===== src/hdl/ofb_pkg.sv =====
// ofb_pkg: shared constants for the oled page frame buffer
// request codes, panel command bytes and default geometry
// no dependencies
`timescale 1ns / 1ps

package ofb_pkg;

    // default geometry: pages of 8 rows, column bytes per page
    localparam int PAGES_DEF      = 4;
    localparam int PAGE_WIDTH_DEF = 128;

    // request codes
    localparam logic [1:0] REQ_SET   = 2'd0;
    localparam logic [1:0] REQ_CLEAR = 2'd1;
    localparam logic [1:0] REQ_READ  = 2'd2;
    localparam logic [1:0] REQ_TICK  = 2'd3;

    // panel page header
    localparam int         CMD_BYTES     = 4;
    localparam logic [7:0] CMD_PAGE_ADDR = 8'h22;
    localparam logic [7:0] CMD_COL_LOW   = 8'h00;
    localparam logic [7:0] CMD_COL_HIGH  = 8'h10;

    // byte positions of the page header
    localparam logic [1:0] POS_PAGE_ADDR = 2'd0;
    localparam logic [1:0] POS_PAGE_NUM  = 2'd1;
    localparam logic [1:0] POS_COL_LOW   = 2'd2;
    localparam logic [1:0] POS_COL_HIGH  = 2'd3;

endpackage


===== src/hdl/ofb_store.sv =====
// ofb_store: column-organised pixel memory, one word holds all rows of a column
// registered read, write-through on same-address write, per-column valid bits
// no package dependencies
`timescale 1ns / 1ps

module ofb_store #(
    parameter int DEPTH  = 128,
    parameter int WORD_W = 32,
    parameter int ADDR_W = 7
) (
    input  logic              clk,
    input  logic              rst_n,
    input  logic              rd_en,
    input  logic [ADDR_W-1:0] rd_addr,
    input  logic              wr_en,
    input  logic [ADDR_W-1:0] wr_addr,
    input  logic [WORD_W-1:0] wr_data,
    output logic [WORD_W-1:0] rd_data
);

    logic [WORD_W-1:0] mem [DEPTH];
    logic [DEPTH-1:0]  col_valid_reg;
    logic [WORD_W-1:0] mem_q_reg;
    logic [WORD_W-1:0] fwd_data_reg;
    logic              fwd_hit_reg;
    logic              rd_valid_reg;

    always_ff @(posedge clk)
    begin
        if (wr_en)
        begin
            mem[wr_addr] <= wr_data;
        end
        if (rd_en)
        begin
            mem_q_reg    <= mem[rd_addr];
            fwd_data_reg <= wr_data;
        end
    end

    // a column never written reads as zero
    always_ff @(posedge clk or negedge rst_n)
    begin
        if (!rst_n)
        begin
            col_valid_reg <= '0;
            fwd_hit_reg   <= 1'b0;
            rd_valid_reg  <= 1'b0;
        end
        else
        begin
            if (wr_en)
            begin
                col_valid_reg[wr_addr] <= 1'b1;
            end
            if (rd_en)
            begin
                fwd_hit_reg  <= wr_en && (wr_addr == rd_addr);
                rd_valid_reg <= col_valid_reg[rd_addr];
            end
        end
    end

    assign rd_data = fwd_hit_reg  ? fwd_data_reg :
                     rd_valid_reg ? mem_q_reg    : '0;

endmodule


===== src/hdl/oled_page_framebuffer.sv =====
// oled_page_framebuffer: monochrome page frame buffer with panel refresh stream
// top level; uses ofb_pkg and ofb_store
// usage:
//   request channel (req_valid/req_ready) carries req_type, row and column:
//   set, clear or read one pixel, or one refresh tick that emits the next
//   byte of the panel stream (per page: 0x22, page number, 0x00, 0x10 as
//   commands, then PAGE_WIDTH data bytes; wraps after the last page)
//   result channel (rsp_valid/rsp_ready) returns exactly one result per
//   request, in order
// pipeline: a request passes through the memory read stage, then the
//   result register, before its result is presented
// throughput: one request per cycle while results are taken; the pixel memory has one read and one
//   write port, and a set or clear does its read-modify-write across the
//   two stages with write-through to a following access of the same column
// reset: stream position returns to page 0, header byte 0; every column of
//   the store reads as zero through per-column valid bits, no clearing pass
// stall: when rsp_ready is low the result register holds; a request can
//   still enter an empty read stage, and req_ready is low while the read
//   stage holds a request, until the result moves on
`timescale 1ns / 1ps

module oled_page_framebuffer #(
    parameter int PAGES      = ofb_pkg::PAGES_DEF,
    parameter int PAGE_WIDTH = ofb_pkg::PAGE_WIDTH_DEF
) (
    input  logic       clk,
    input  logic       rst_n,
    input  logic       req_valid,
    output logic       req_ready,
    input  logic [1:0] req_type,
    input  logic [7:0] row,
    input  logic [7:0] column,
    output logic       rsp_valid,
    input  logic       rsp_ready,
    output logic       pixel_bit,
    output logic       in_range,
    output logic       stream_valid,
    output logic [7:0] stream_byte,
    output logic       data_mode,
    output logic       frame_end
);

    import ofb_pkg::*;

    // geometry
    localparam int ROWS    = PAGES * 8;
    localparam int ROW_W   = $clog2(ROWS);
    localparam int COL_W   = $clog2(PAGE_WIDTH);
    localparam int PG_W    = (PAGES > 1) ? $clog2(PAGES) : 1;
    localparam int OFF_MAX = PAGE_WIDTH + CMD_BYTES - 1;
    localparam int OFF_W   = $clog2(OFF_MAX + 1);

    // handshake
    logic req_xfer;
    logic s1_adv;

    // refresh position
    logic [PG_W-1:0]  page_reg;
    logic [OFF_W-1:0] offset_reg;

    // read stage
    logic             s1_valid_reg;
    logic [1:0]       s1_req_reg;
    logic [ROW_W-1:0] s1_row_reg;
    logic [COL_W-1:0] s1_col_reg;
    logic             s1_inside_reg;
    logic             s1_is_cmd_reg;
    logic [7:0]       s1_cmd_byte_reg;
    logic [PG_W-1:0]  s1_page_reg;
    logic             s1_fend_reg;

    // result register
    logic       rsp_valid_reg;
    logic       pixel_bit_reg;
    logic       in_range_reg;
    logic       stream_valid_reg;
    logic [7:0] stream_byte_reg;
    logic       data_mode_reg;
    logic       frame_end_reg;

    // request decode
    logic             is_tick;
    logic             in_frame;
    logic             off_is_cmd;
    logic [7:0]       cmd_byte;
    logic [COL_W-1:0] tick_col;
    logic             frame_last;

    // memory
    logic             rd_en;
    logic [COL_W-1:0] rd_addr;
    logic             wr_en;
    logic [ROWS-1:0]  wr_data;
    logic [ROWS-1:0]  word;

    // stage 1 results
    logic             s1_bit;
    logic [7:0]       s1_data_byte;
    logic [ROWS-1:0]  row_mask;

    assign req_ready = !s1_valid_reg || s1_adv;
    assign req_xfer  = req_valid && req_ready;
    assign s1_adv    = s1_valid_reg && (!rsp_valid_reg || rsp_ready);

    // ---------------- request decode ----------------
    assign is_tick    = (req_type == REQ_TICK);
    assign in_frame   = ({1'b0, row} < 9'(ROWS)) && ({1'b0, column} < 9'(PAGE_WIDTH));
    assign off_is_cmd = (offset_reg < OFF_W'(CMD_BYTES));
    assign tick_col   = COL_W'(offset_reg - OFF_W'(CMD_BYTES));
    assign frame_last = (offset_reg == OFF_W'(OFF_MAX)) && (page_reg == PG_W'(PAGES - 1));

    // page header bytes
    always_comb
    begin
        case (offset_reg[1:0])
            POS_PAGE_ADDR: cmd_byte = CMD_PAGE_ADDR;
            POS_PAGE_NUM:  cmd_byte = 8'(page_reg);
            POS_COL_LOW:   cmd_byte = CMD_COL_LOW;
            POS_COL_HIGH:  cmd_byte = CMD_COL_HIGH;
            default:       cmd_byte = CMD_PAGE_ADDR;
        endcase
    end

    // memory is only read when the word is actually needed
    assign rd_en   = req_xfer && (is_tick ? !off_is_cmd : in_frame);
    assign rd_addr = is_tick ? tick_col : column[COL_W-1:0];

    // ---------------- refresh position ----------------
    always_ff @(posedge clk or negedge rst_n)
    begin
        if (!rst_n)
        begin
            page_reg   <= '0;
            offset_reg <= '0;
        end
        else if (req_xfer && is_tick)
        begin
            if (offset_reg == OFF_W'(OFF_MAX))
            begin
                offset_reg <= '0;
                page_reg   <= (page_reg == PG_W'(PAGES - 1)) ? '0 : page_reg + 1'b1;
            end
            else
            begin
                offset_reg <= offset_reg + 1'b1;
            end
        end
    end

    // ---------------- read stage ----------------
    always_ff @(posedge clk or negedge rst_n)
    begin
        if (!rst_n)
        begin
            s1_valid_reg <= 1'b0;
        end
        else if (req_ready)
        begin
            s1_valid_reg <= req_valid;
        end
    end

    always_ff @(posedge clk)
    begin
        if (req_xfer)
        begin
            s1_req_reg      <= req_type;
            s1_row_reg      <= row[ROW_W-1:0];
            s1_col_reg      <= column[COL_W-1:0];
            s1_inside_reg   <= in_frame;
            s1_is_cmd_reg   <= off_is_cmd;
            s1_cmd_byte_reg <= cmd_byte;
            s1_page_reg     <= page_reg;
            s1_fend_reg     <= frame_last;
        end
    end

    ofb_store #(
        .DEPTH  (PAGE_WIDTH),
        .WORD_W (ROWS),
        .ADDR_W (COL_W)
    ) u_store (
        .clk     (clk),
        .rst_n   (rst_n),
        .rd_en   (rd_en),
        .rd_addr (rd_addr),
        .wr_en   (wr_en),
        .wr_addr (s1_col_reg),
        .wr_data (wr_data),
        .rd_data (word)
    );

    // read-modify-write of the column word
    assign row_mask     = ROWS'(1) << s1_row_reg;
    assign s1_bit       = word[s1_row_reg];
    assign s1_data_byte = word[{s1_page_reg, 3'b000} +: 8];
    assign wr_en        = s1_adv && s1_inside_reg
                          && ((s1_req_reg == REQ_SET) || (s1_req_reg == REQ_CLEAR));
    assign wr_data      = (s1_req_reg == REQ_SET) ? (word | row_mask) : (word & ~row_mask);

    // ---------------- result register ----------------
    always_ff @(posedge clk or negedge rst_n)
    begin
        if (!rst_n)
        begin
            rsp_valid_reg <= 1'b0;
        end
        else if (!rsp_valid_reg || rsp_ready)
        begin
            rsp_valid_reg <= s1_valid_reg;
        end
    end

    always_ff @(posedge clk)
    begin
        if (s1_adv)
        begin
            if (s1_req_reg == REQ_TICK)
            begin
                pixel_bit_reg    <= 1'b0;
                in_range_reg     <= 1'b0;
                stream_valid_reg <= 1'b1;
                stream_byte_reg  <= s1_is_cmd_reg ? s1_cmd_byte_reg : s1_data_byte;
                data_mode_reg    <= !s1_is_cmd_reg;
                frame_end_reg    <= s1_fend_reg;
            end
            else
            begin
                pixel_bit_reg    <= (s1_req_reg == REQ_READ) && s1_inside_reg && s1_bit;
                in_range_reg     <= s1_inside_reg;
                stream_valid_reg <= 1'b0;
                stream_byte_reg  <= 8'h00;
                data_mode_reg    <= 1'b0;
                frame_end_reg    <= 1'b0;
            end
        end
    end

    assign rsp_valid    = rsp_valid_reg;
    assign pixel_bit    = pixel_bit_reg;
    assign in_range     = in_range_reg;
    assign stream_valid = stream_valid_reg;
    assign stream_byte  = stream_byte_reg;
    assign data_mode    = data_mode_reg;
    assign frame_end    = frame_end_reg;

endmodule


===== config.mk =====
export PLATFORM = sky130hd
export DESIGN_NAME = oled_page_framebuffer
export DESIGN_NICKNAME = d
export VERILOG_FILES = /design/src/hdl/ofb_pkg.sv /design/src/hdl/ofb_store.sv /design/src/hdl/oled_page_framebuffer.sv
export SDC_FILE = /design/constraint.sdc
export NUM_CORES = 2
export LEC_CHECK = 0
export ABC_CLOCK_PERIOD_IN_PS = 6700
export BUFFER_PORTS_ARGS = -buffer_cell sky130_fd_sc_hd__buf_4
export CAP_MARGIN = 25
export CELL_PAD_IN_SITES_DETAIL_PLACEMENT = 0
export CELL_PAD_IN_SITES_GLOBAL_PLACEMENT = 1
export CORE_UTILIZATION = 45
export DETAILED_ROUTE_END_ITERATION = 12
export PLACE_DENSITY_LB_ADDON = 0.1
export SYNTH_ARGS = -nofsm -noshare
export SYNTH_HDL_FRONTEND = slang
export SYNTH_SLANG_ARGS = --single-unit

===== constraint.sdc =====
create_clock -name clk -period 6.7 [get_ports clk]
set_input_delay 2.01 -clock clk [delete_from_list [all_inputs] [get_ports clk]]
set_output_delay 2.01 -clock clk [all_outputs]
set_load 0.01 [all_outputs]

==> flow_summary.json <==
{
  "critical_path_required_ps": 7420,
  "skew_ps": 77.48,
  "slew_headroom_pct": 18.57,
  "drt-met1-wl_mm": 226.8,
  "dieArea_um2": 380500,
  "p_leak_uw": 0.06646,
  "viasPerCell": 5.986,
  "cts_inserted_buffers": 457,
  "dr_wl_met2_mm": 266.3,
  "synth_seq_cells": 4338,
  "postSynthAreaPerCell_um2": 14.17,
  "powerDensity_nw_per_um2": 346.8,
  "yosysWarnings": 0,
  "root_buffer": "clkbuf_16",
  "std_cell_rows": 225,
  "r2r_setup_slack_ps": 1930,
  "dr.pass1.iters": 6,
  "grt_first_pass_wirelength_mm": 783.4,
  "critPathMaxStageDelay_ps": 910,
  "fp.dieH_um": 616.8,
  "die_w_um": 616.8,
  "clk_latency_ps": 1020,
  "report.final.slew_viol_count": 0,
  "tritoncts": "built",
  "synth.distinct_cells": 69,
  "path_clk_slew_ps": 60,
  "power.total_uw": 67780,
  "worstRegToRegCells": 11,
  "hold_violations": 0,
  "synth_enable_flop_cells": 4196,
  "synth_top_area_share_pct": 74.07,
  "yosysMostFrequentCell": "edfxtp_1",
  "io_pins": 37,
  "synth_ff_type": "edfxtp_1",
  "layout-drive-gt1-share_pct": 14.30,
  "wl_met3_mm": 42.49,
  "top_layer_used": "met5",
  "place_inst": 16832,
  "min_period_over_period_pct": 81.70,
  "grt_start_max_net_pins": 130,
  "htree_levels": 5,
  "switching_share_pct": 28.16,
  "syn-num-nets": 12030,
  "syn-instance-count": 12001,
  "synth_largest_area_cell": "edfxtp_1",
  "min_from": "u_store.col_valid_reg[45]",
  "fin_area_um2": 195500,
  "synth_seq_area_share_pct": 76.16,
  "grt_overflow": 0,
  "crit_buf_inv": 3,
  "yosys-top-cells-count": "edfxtp_1 (4196), nand2_1 (3178), nand3_1 (1365), clkbuf_1 (362), buf_2 (298)",
  "r2r_start": "offset_reg[2]",
  "instances_no_fill": 17719,
  "hold-worst-slack_ps": 460.3,
  "sequentialPowerShare_pct": 47.2,
  "timing.rr.end": "u_store.mem_q_reg[19]",
  "synth_area_um2": 170100,
  "ir_worst_vdd_v": 0.0002326,
  "antenna_found_initial": 48,
  "place_congestion": 0.9247,
  "min_to": "u_store.col_valid_reg[45]",
  "drtAntennaViolNets": 0,
  "worst-path-stages": 11,
  "maxCapViolations": 0,
  "post-cts-setup-buffers": 0,
  "cts_max_path_buffers": 4,
  "start_kind": "input port",
  "power_frac_clock_pct": 36.8,
  "grt_pass1_vias": 100669,
  "rsz0062_at_grt": "no",
  "drt_iter0_drc": 13434,
  "start_util_pct": 45.26,
  "cts_resized": 0,
  "final.setup.tns_ps": 0,
  "dpl.hpwl_mm": 323.8,
  "post-route-min-period_ps": 5474,
  "synth.area.top_cells": "edfxtp_1 (74%), nand2_1 (7.0%), nand3_1 (4.0%), mux4_2 (2.3%), dfrtp_1 (2.1%)",
  "areaGrowthSynthToFinish_pct": 14.91,
  "place.port_buffers": 36,
  "wl_mm": 561.8,
  "hold_path.class": "flip-flop to flip-flop",
  "tightest_slew_ps": 1209,
  "finalSetupViolCount": 0,
  "synthArstFlopShare_pct": 3.273,
  "route.vias.total": 106063,
  "status": "finished, final reports clean",
  "worst-setup-path-type": "input port to flip-flop",
  "timing.fmax_mhz": 182.7,
  "hold_buffers": 0,
  "cp_max_fo": 31,
  "path_cells": "buf_4, and2_1, nand3_1, nand2_4, buf_12, nand3_1, nand4_1, o22ai_1, nor3_1, buf_4, o2111ai_1",
  "wire_per_inst_um": 31.70,
  "power.switching_uw": 19080,
  "p_comb_share_pct": 16.1,
  "nets": 12335,
  "cp-end-kind": "flip-flop",
  "whs_path_depth": 1,
  "largest_reg_flops": 4096,
  "worstPathArrival_ps": 6200,
  "core-area_um2": 375800,
  "grt_use_total_pct": 28.99,
  "cp_top_family": "simple AND/OR/NAND/NOR gates",
  "drc": 0,
  "critical_path.slowest_cell": "nor3_1",
  "cts_sinks": 4338,
  "placed_cell_area_um2": 180600,
  "p_int_uw": 48690
}
metal layers:
metal | vias to the layer above | global-route usage, %
li1 | 45644 | -
met1 | 54804 | 39.86
met2 | 4741 | 46.70
met3 | 864 | 3.943
met4 | 10 | 11.97
met5 | - | 0
stage by stage:
step | util, % | setup slack, ps
6_report | 52.01 | 1226
5_1_grt | 52.00 | 1153
4_1_cts | 51.95 | 1288
3_5_place_dp | 48.05 | 216.2
3_3_place_gp | 48.00 | 18.39
2_1_floorplan | - | 741.3
layout make-up:
| type | count | area (um^2) |
|---|---|---|
| multi-input cells | 6876 | 38460 |
| repair buffers | 623 | 6465 |
| diodes | 21 | 52.55 |
| clock buffers | 552 | 11940 |
| well taps | 4994 | 6248 |
| fillers | 31277 | 180400 |
| clock inverters | 305 | 2709 |
| inverters | 10 | 37.54 |
| flip-flops and latches | 4338 | 129600 |
power groups by stage:
| stage | combinational (uW) | sequential, uW | clock [uW] |
|---|---|---|---|
| 2_1_floorplan | 5060 | 32900 | 0 |
| 3_3_place_gp | 10600 | 32500 | 0 |
| 3_5_place_dp | 10700 | 32500 | 0 |
| 4_1_cts | 10800 | 32000 | 25200 |
| 5_1_grt | 11300 | 31900 | 26200 |
| 6_report | 10900 | 32000 | 24900 |
placed cells by master, fill, tap and decap left out, types with 43 or more instances in the layout:
| cell | n |
|---|---|
| o2111ai_1 | 65 |
| o21ai_0 | 100 |
| buf_4 | 480 |
| a31oi_1 | 75 |
| or2_2 | 129 |
| o22a_1 | 64 |
| a22oi_1 | 96 |
| dfrtp_1 | 142 |
| mux2i_1 | 73 |
| clkinv_2 | 102 |
| buf_12 | 131 |
| bufinv_16 | 43 |
| clkbuf_16 | 460 |
| nor2_1 | 82 |
| edfxtp_1 | 4196 |
| nand3_1 | 1357 |
| clkinv_1 | 123 |
| nand4_1 | 272 |
| nand2_1 | 3175 |
| clkbuf_1 | 84 |
| and3_1 | 169 |
| nor2_4 | 133 |
| a21oi_1 | 239 |
| o22ai_1 | 129 |
| a311oi_1 | 97 |
| a211oi_1 | 132 |
| mux4_2 | 174 |
worst max-delay path by stage:
stage / to / from / slack [ps]
final: u_store.mem_q_reg[12] / req_type[0] / 1230
after global routing: u_store.mem_q_reg[12] / req_type[0] / 1150
after floorplan: u_store.fwd_data_reg[0] / u_store.fwd_hit_reg / 740
after CTS: u_store.mem_q_reg[26] / req_type[0] / 1290
after global placement: u_store.mem_q_reg[29] / req_type[0] / 20
after detailed placement: u_store.mem_q_reg[26] / req_type[0] / 220
cells by family after synthesis:
group           count (synthesis)  share of synthesized area (%)
simple gates                 5424                          13.96
mux                           285                          2.961
buf+inv                       787                          2.161
compound gates               1148                          4.645
xor+xnor                       12                        0.06179
flops                        4338                          76.16
fa+ha+maj                       7                        0.05149
(Power assumes the default switching activity.)
